[config.mk]
export PLATFORM = sky130hd
export DESIGN_NAME = adc_level_meter_display_core
export DESIGN_NICKNAME = d
export VERILOG_FILES = /design/src/hdl/alm_pkg.sv /design/src/hdl/adc_level_meter_display_core.sv /design/src/hdl/alm_level_scale.sv /design/src/hdl/alm_digit_scan.sv
export VERILOG_INCLUDE_DIRS = /design/src /design/src/hdl
export SDC_FILE = /design/constraint.sdc
export NUM_CORES = 1
export LEC_CHECK = 0
export BUFFER_PORTS_ARGS = -buffer_cell sky130_fd_sc_hd__buf_2
export CORE_ASPECT_RATIO = 0.5
export CORE_MARGIN = 2
export CORE_UTILIZATION = 50
export CTS_CLUSTER_DIAMETER = 60
export CTS_CLUSTER_SIZE = 10
export DETAILED_ROUTE_END_ITERATION = 10
export PLACE_DENSITY = 0.7
export SYNTH_ARGS = -nofsm -noshare
export SYNTH_HDL_FRONTEND = slang
export SYNTH_HIERARCHICAL = 1
export SYNTH_SLANG_ARGS = --single-unit
[constraint.sdc]
create_clock -name clk -period 8.52 [get_ports clk]
set_input_delay 0.852 -clock clk [delete_from_list [all_inputs] [get_ports clk]]
set_output_delay 0.852 -clock clk [all_outputs]
set_load 0.02 [all_outputs]
[src/hdl/assert_macros.svh]
// assertion macros shared by the level meter rtl
// no dependencies; included by files that carry concurrent assertions
`ifndef ASSERT_MACROS_SVH
`define ASSERT_MACROS_SVH

// same-cycle implication, disabled during reset
`define ALM_ASSERT_NOW(label, clk, rst_n, ante, cons) \
	label: assert property (@(posedge clk) disable iff (!(rst_n)) (ante) |-> (cons)) \
		else $error("assertion failed");

// next-cycle implication, disabled during reset
`define ALM_ASSERT_NEXT(label, clk, rst_n, ante, cons) \
	label: assert property (@(posedge clk) disable iff (!(rst_n)) (ante) |=> (cons)) \
		else $error("assertion failed");

`endif

[src/hdl/alm_pkg.sv]
// types, constants and lookup functions for the adc level meter display
// no dependencies; imported by all level meter modules
`timescale 1ns / 1ps

package alm_pkg;

	localparam int SAMPLE_W             = 10;
	localparam int LEVEL_W              = 5;
	localparam int BAR_W                = 8;
	localparam int BARS_W               = 4;
	localparam int SEG_W                = 7;
	localparam int EN_W                 = 2;
	localparam int DIGIT_W              = 4;
	localparam int TICK_W               = 4;
	localparam int TICKS_PER_CONVERSION = 10;

	typedef enum logic {
		OP_CONVERT = 1'b0,
		OP_TICK    = 1'b1
	} op_t;

	localparam logic [EN_W-1:0] EN_UNITS = 2'b01;
	localparam logic [EN_W-1:0] EN_TENS  = 2'b10;

	typedef struct packed {
		logic [SEG_W-1:0]  segments;
		logic [EN_W-1:0]   digit_enable;
		logic              start;
		logic [TICK_W-1:0] tick_next;
	} scan_t;

	function automatic logic [SEG_W-1:0] seg_code(input logic [DIGIT_W-1:0] digit);
		logic [SEG_W-1:0] code;
		case (digit)
			4'd0:    code = 7'h3F;
			4'd1:    code = 7'h06;
			4'd2:    code = 7'h5B;
			4'd3:    code = 7'h4F;
			4'd4:    code = 7'h66;
			4'd5:    code = 7'h6D;
			4'd6:    code = 7'h7D;
			4'd7:    code = 7'h07;
			4'd8:    code = 7'h7F;
			4'd9:    code = 7'h6F;
			default: code = '0;
		endcase
		return code;
	endfunction

	function automatic logic [BAR_W-1:0] thermometer(input logic [BARS_W-1:0] bars);
		logic [BAR_W-1:0] mask;
		for (int i = 0; i < BAR_W; i++) begin
			mask[i] = (BARS_W'(i) < bars);
		end
		return mask;
	endfunction

endpackage

[src/hdl/adc_level_meter_display_core.sv]
// top level of the adc level meter with multiplexed two-digit display
// depends on alm_pkg, alm_level_scale, alm_digit_scan, assert_macros.svh
`timescale 1ns / 1ps
`include "assert_macros.svh"

// Takes one transaction per clock while in_stall is low and returns exactly
// one result transaction for each: an input register (_s1) feeds short
// scaling and digit-select logic whose result lands in the output register,
// which also holds the bar, segment and enable state. A conversion updates
// the stored level and the bar; a tick drives one digit and counts toward the
// next conversion request. in_stall rises only while the output register is
// full and stalled and the input register is occupied.
module adc_level_meter_display_core import alm_pkg::*; (
	input  logic                clk,
	input  logic                arst_n,
	input  logic                in_valid,
	output logic                in_stall,
	input  logic                operation,
	input  logic [SAMPLE_W-1:0] sample_a,
	input  logic [SAMPLE_W-1:0] sample_b,
	input  logic [SAMPLE_W-1:0] sample_c,
	input  logic [SAMPLE_W-1:0] sample_d,
	output logic                out_valid,
	input  logic                out_stall,
	output logic [BAR_W-1:0]    led_bar,
	output logic [SEG_W-1:0]    segments,
	output logic [EN_W-1:0]     digit_enable,
	output logic                start_conversion
);

	logic                valid_s1;
	op_t                 op_s1;
	logic [SAMPLE_W-1:0] sample_a_s1;
	logic [SAMPLE_W-1:0] sample_b_s1;
	logic [SAMPLE_W-1:0] sample_c_s1;
	logic [SAMPLE_W-1:0] sample_d_s1;

	logic                out_valid_q;
	logic [BAR_W-1:0]    led_bar_q;
	logic [SEG_W-1:0]    segments_q;
	logic [EN_W-1:0]     enable_q;
	logic                start_q;
	logic [LEVEL_W-1:0]  level_q;
	logic                show_units_q;
	logic [TICK_W-1:0]   tick_q;

	logic                advance;
	logic [LEVEL_W-1:0]  new_level;
	logic [BAR_W-1:0]    new_bar;
	scan_t               scan;

	assign advance  = !out_valid_q || !out_stall;
	assign in_stall = valid_s1 && !advance;

	always_ff @(posedge clk or negedge arst_n) begin
		if (!arst_n) begin
			valid_s1 <= 1'b0;
		end else if (!in_stall) begin
			valid_s1 <= in_valid;
		end
	end

	always_ff @(posedge clk) begin
		if (!in_stall && in_valid) begin
			op_s1       <= op_t'(operation);
			sample_a_s1 <= sample_a;
			sample_b_s1 <= sample_b;
			sample_c_s1 <= sample_c;
			sample_d_s1 <= sample_d;
		end
	end

	alm_level_scale u_level_scale (
		.sample_a (sample_a_s1),
		.sample_b (sample_b_s1),
		.sample_c (sample_c_s1),
		.sample_d (sample_d_s1),
		.level    (new_level),
		.bar      (new_bar)
	);

	alm_digit_scan u_digit_scan (
		.level      (level_q),
		.show_units (show_units_q),
		.tick_count (tick_q),
		.scan       (scan)
	);

	always_ff @(posedge clk or negedge arst_n) begin
		if (!arst_n) begin
			out_valid_q  <= 1'b0;
			led_bar_q    <= '0;
			segments_q   <= '0;
			enable_q     <= '0;
			start_q      <= 1'b0;
			level_q      <= '0;
			show_units_q <= 1'b0;
			tick_q       <= '0;
		end else if (advance) begin
			out_valid_q <= valid_s1;
			if (valid_s1) begin
				case (op_s1)
					OP_CONVERT: begin
						level_q   <= new_level;
						led_bar_q <= new_bar;
						start_q   <= 1'b0;
					end
					default: begin
						segments_q   <= scan.segments;
						enable_q     <= scan.digit_enable;
						start_q      <= scan.start;
						show_units_q <= !show_units_q;
						tick_q       <= scan.tick_next;
					end
				endcase
			end
		end
	end

	assign out_valid        = out_valid_q;
	assign led_bar          = led_bar_q;
	assign segments         = segments_q;
	assign digit_enable     = enable_q;
	assign start_conversion = start_q;

	`ALM_ASSERT_NOW(a_stall_needs_item, clk, arst_n, in_stall, valid_s1 && out_valid_q)
	`ALM_ASSERT_NOW(a_bar_thermometer, clk, arst_n, out_valid_q,
		(led_bar_q & (led_bar_q + 8'd1)) == 8'd0)
	`ALM_ASSERT_NOW(a_start_on_tick, clk, arst_n, out_valid_q && start_q,
		enable_q == EN_UNITS || enable_q == EN_TENS)
	`ALM_ASSERT_NEXT(a_tick_toggles_digit, clk, arst_n,
		advance && valid_s1 && op_s1 == OP_TICK, show_units_q != $past(show_units_q))

endmodule

[src/hdl/alm_level_scale.sv]
// conversion path: mean of four samples scaled to display and bar levels
// depends on alm_pkg
`timescale 1ns / 1ps

module alm_level_scale import alm_pkg::*; (
	input  logic [SAMPLE_W-1:0] sample_a,
	input  logic [SAMPLE_W-1:0] sample_b,
	input  logic [SAMPLE_W-1:0] sample_c,
	input  logic [SAMPLE_W-1:0] sample_d,
	output logic [LEVEL_W-1:0]  level,
	output logic [BAR_W-1:0]    bar
);

	logic [SAMPLE_W+1:0] sum;
	logic [SAMPLE_W-1:0] avg;
	logic [13:0]         lvl_x;
	logic [3:0]          lvl_q0;
	logic [10:0]         lvl_r;
	logic [3:0]          lvl_q;
	logic [12:0]         bar_x;
	logic [2:0]          bar_q0;
	logic [10:0]         bar_r;
	logic [2:0]          bar_q;

	always_comb begin
		sum = {2'b00, sample_a} + {2'b00, sample_b} + {2'b00, sample_c} + {2'b00, sample_d};
		avg = sum[SAMPLE_W+1:2];

		// divide by 1023: q0 = x >> 10, remainder = low bits + q0, one correction
		lvl_x  = 14'({4'd0, avg} * 14'd15) + 14'd511;
		lvl_q0 = lvl_x[13:10];
		lvl_r  = {1'b0, lvl_x[9:0]} + {7'd0, lvl_q0};
		lvl_q  = lvl_q0 + {3'd0, (lvl_r >= 11'd1023)};
		level  = {1'b0, lvl_q} + 5'd1;

		bar_x  = 13'({3'd0, avg} * 13'd7) + 13'd511;
		bar_q0 = bar_x[12:10];
		bar_r  = {1'b0, bar_x[9:0]} + {8'd0, bar_q0};
		bar_q  = bar_q0 + {2'd0, (bar_r >= 11'd1023)};
		bar    = thermometer({1'b0, bar_q} + 4'd1);
	end

endmodule

[src/hdl/alm_digit_scan.sv]
// tick path: digit select, segment lookup and conversion tick counter
// depends on alm_pkg
`timescale 1ns / 1ps

module alm_digit_scan import alm_pkg::*; (
	input  logic [LEVEL_W-1:0] level,
	input  logic               show_units,
	input  logic [TICK_W-1:0]  tick_count,
	output scan_t              scan
);

	logic [DIGIT_W-1:0] tens;
	logic [LEVEL_W-1:0] units;
	logic [TICK_W:0]    tick_inc;

	always_comb begin
		if (level >= LEVEL_W'(30)) begin
			tens  = DIGIT_W'(3);
			units = level - LEVEL_W'(30);
		end else if (level >= LEVEL_W'(20)) begin
			tens  = DIGIT_W'(2);
			units = level - LEVEL_W'(20);
		end else if (level >= LEVEL_W'(10)) begin
			tens  = DIGIT_W'(1);
			units = level - LEVEL_W'(10);
		end else begin
			tens  = '0;
			units = level;
		end

		if (show_units) begin
			scan.segments     = seg_code(units[DIGIT_W-1:0]);
			scan.digit_enable = EN_UNITS;
		end else begin
			scan.segments     = seg_code(tens);
			scan.digit_enable = EN_TENS;
		end

		scan.start = (tick_count == '0);
		tick_inc   = {1'b0, tick_count} + (TICK_W+1)'(1);
		if (tick_inc >= (TICK_W+1)'(TICKS_PER_CONVERSION)) begin
			scan.tick_next = '0;
		end else begin
			scan.tick_next = tick_inc[TICK_W-1:0];
		end
	end

endmodule
==> impl_summary.md <==
Status
The run finished with clean final reports.

Cells and area
The fill cell instance count of the final layout is 950. Excluding fillers, the count of instances in the completed layout stands at 914. Summing all multi-input logic gate instances after layout gives 4430 um2.

Compared with the post-synthesis result, the final layout area differs by 28.8%. The register area is 1980 um2. The share of final-layout standard cells stronger than drive strength 1 is 37.6%. The count of inserted antenna diode cells is 0.

For this run, the post-layout net count is 886.

Global routing
The overflow left after global routing is 0. The number of global-route vias before repair is 4554. The largest net degree at the start of global routing is 42. The initial antenna violation count is 0. The wire length of the first global-routing pass is 20800 um. The all-layer global routing usage is 18.8%.

Yosys
After synthesis, the cell types taking the most area are sky130_fd_sc_hd__edfxtp_1, sky130_fd_sc_hd__ha_1, sky130_fd_sc_hd__dfrtp_1. The total of flip-flops plus latches after synthesis is 71. For this run, the leading register cell type out of synthesis is sky130_fd_sc_hd__edfxtp_1. Of the synthesized area, sequential elements account for 31.2%. The number of different library cells used by synthesis comes to 84. The top cell type by total area after synthesis is sky130_fd_sc_hd__edfxtp_1. The portion of synthesized cell area occupied by the leading cell type is 19.4%. The number of synthesis warnings is 6. Synthesis produced a netlist with a net count of 747.

Yosys instantiated no cell more often than sky130_fd_sc_hd__inv_1. Counting instances in the post-synthesis netlist gives the leading cell types as sky130_fd_sc_hd__inv_1, sky130_fd_sc_hd__ha_1, sky130_fd_sc_hd__edfxtp_1, sky130_fd_sc_hd__fa_1, sky130_fd_sc_hd__a21oi_1. Counting every instance in the synthesized netlist gives 600. The number of flops mapped to enable cells by yosys is 41. The synthesized area is 6350 um2. The share of flip-flops with an asynchronous set or reset after synthesis is 42.3%. The average instance in the mapped netlist occupies 10.6 um2.

Timing
For the final routed database, the setup TNS stands at 0 ps. The part of the cycle the worst path needs is 97.6%. The slew at the pin closest to its max-slew limit is 890 ps. The final count of negative-setup-slack endpoints is 0. The smallest setup slack after layout is 201 ps. Measured against its own limit, the worst slew margin works out to 40.7%. The clock arrives with 3.85 ps of skew. The count of endpoints failing hold in the final timing report is 0.

The minimum clock period after layout is 8320 ps. For this run, the top clock speed supported by timing is 0.120 GHz. The max-slew violation count came to 0. Setup repair after global routing could not meet its margin everywhere.

Clocking
Counting along the longest clock path gives a buffer depth of 2. The number of clock sinks is 71. The CTS H-tree depth is 3. After clock tree synthesis, the clock-pin slew on the worst setup and hold paths is 60 ps. TritonCTS built the clock tree. The source-to-sink clock delay at the later pin of the worst-skew pair is 330 ps.

Clock tree synthesis inserted a total of 9 buffers. The post-cts hold buffer count is 0. The cell sitting at the root of the clock tree is a sky130_fd_sc_hd__clkbuf_16.

Floorplanning
The count of pins on the block boundary is 65. The total area inside the core boundary comes to 12500 um2. The floorplan has 29 rows.

The total die area is 13700 um2. The initial utilization of the core area, before any placement, comes to 50.8%. The die span in x is 163 um. In this run the vertical extent of the chip is 83.7 um.

Run
The count of max-cap constraint violations is 0.

Critical path
Measured in cells, the most critical reg-to-reg path has a length of 38. STA classifies the critical path endpoint as a flip-flop. The cell with the biggest individual delay on the critical path is sky130_fd_sc_hd__fa_1. At the worst endpoint, the required time is 8740 ps.

At the worst endpoint, the arrival time is 8540 ps. The launching element type of the critical path is a flip-flop. The most used cell along the critical path is sky130_fd_sc_hd__ha_4. The largest single stage delay on the critical path is 610 ps. The critical path is of the flip-flop to flip-flop type. The critical-path maximum fanout is 5.

Route
Summed over all layers, the routed wires come to 12400 um. Using the TritonRoute via totals, the vias-per-cell ratio works out to 5.04. The violation count after the first detailed-routing iteration is 207. The post-detailed-route wirelength per cell is 13.5 um. The DRC violation count after routing is 0. The number of search-and-repair iterations in the first detailed-routing pass is 4. Once detail routing completed, the nets flagged for antenna violations numbered 0. The count of vias placed by the detailed router is 4608.

Hold path
The cell count of the worst hold path is 1. The class of the tightest hold or removal check is flip-flop to flip-flop.

Place
The number of placed instances with taps included is 886. The worst-case setup slack after placement is -348 ps. Detailed placement finished with a half-perimeter wire length of 9230 um. At the end of routability-driven placement, the weighted congestion stood at 0.832. Buffers placed on the I/O ports in this run total 64.
[state kept, by name, summed over array words and instances (netlist names)]
name,count
tick_q,4
level_q,5
led_bar,8
start_conversion,1
segments,7
sample_c_s1,10
sample_d_s1,10
out_valid,1
sample_a_s1,10
valid_s1,1
sample_b_s1,10
op_s1,1
digit_enable,2
show_units_q,1
[metal layers]
| metal | GRT usage (%) | vias up | share of wire, % | routed length, um |
|---|---|---|---|---|
| li1 | - | 2356 | - | - |
| met5 | 0 | - | 0 | 0 |
| met1 | 25.2 | 2177 | 47 | 5850 |
| met3 | 4.17 | 10 | 3.1 | 386 |
| met2 | 31.8 | 65 | 49 | 6040 |
| met4 | 3.70 | 0 | 0.75 | 93 |
[worst max-delay path, delay by kind of cell, from the launching register on]
| kind | cells | cell delay [ps] |
|---|---|---|
| AO/OA/AOI/OAI | 6 | 1180 |
| XOR/XNOR | 3 | 440 |
| adder cells (fa/ha/maj) | 11 | 3640 |
| buffers and inverters | 4 | 340 |
| flip-flops | 1 | 340 |
| multiplexers | 1 | 250 |
| AND/OR/NAND/NOR | 13 | 2010 |
[cells by family (layout without fill, tap and decap cells)]
group / after synthesis / count (layout) / synth area share [%]
xor+xnor: 44 / 44 / 6.54
mux: 31 / 31 / 6.06
simple gates: 133 / 133 / 11.8
buf+inv: 110 / 254 / 7.11
fa+ha+maj: 103 / 103 / 24.5
flops: 71 / 71 / 31.2
compound gates: 108 / 108 / 12.8
[repair_timing]
| action | CTS | global route |
|---|---|---|
| resized for setup | 28 | 64 |
| setup buffers | 3 | 9 |
| pin swaps | 17 | 57 |
| setup endpoints to repair | 9 | 10 |
[per-stage QoR]
| step | hold WS (ps) | utilization [%] | cell area (um2) |
|---|---|---|---|
| floorplan | 482 | - | 6360 |
| global placement | 460 | 58.2 | 7280 |
| detailed placement | 479 | 58.2 | 7280 |
| CTS | 494 | 62.0 | 7770 |
| global route | 520 | 65.4 | 8190 |
| finish | 498 | 65.4 | 8190 |
[layout by cell type (no fill, tap or decap), drive strengths merged, types with 8 or more instances in the layout]
cell | netlist | layout
dfrtp | 30 | 30
nand2 | 26 | 26
nor2 | 27 | 27
inv | 102 | 103
nor3 | 15 | 15
buf | 7 | 136
nand2b | 8 | 8
fa | 36 | 36
a21oi | 37 | 37
a21o | 10 | 10
ha | 66 | 66
o21ai | 11 | 11
mux2 | 27 | 27
xor2 | 14 | 14
edfxtp | 41 | 41
xnor2 | 30 | 30
nand3 | 17 | 17
clkbuf | 1 | 13
[area by class of cell]
class / instances / share of cell area [%]
Inverter: 102 / 4.71
Timing Repair Buffer: 136 / 10.7
Tap cell: 170 / 2.60
Multi-Input combinational cell: 419 / 54.1
Clock buffer: 13 / 3.45
Clock inverter: 3 / 0.260
Sequential cell: 71 / 24.2
[path summary, 6_finish.rpt]
kind                                     start     endpoint  slack [ps]
max in group asynchronous               arst_n   led_bar[7]        7550
worst min-delay path               segments[3]  segments[3]         500
worst max register to register  sample_a_s1[2]   level_q[3]         200
worst min register to register     segments[3]  segments[3]         500
min in group asynchronous               arst_n  segments[0]         540
worst max-delay path            sample_a_s1[2]   level_q[3]         200
Power is not shown: default switching activity piles up to over one toggle a cycle in this logic, so the estimate is an artifact.
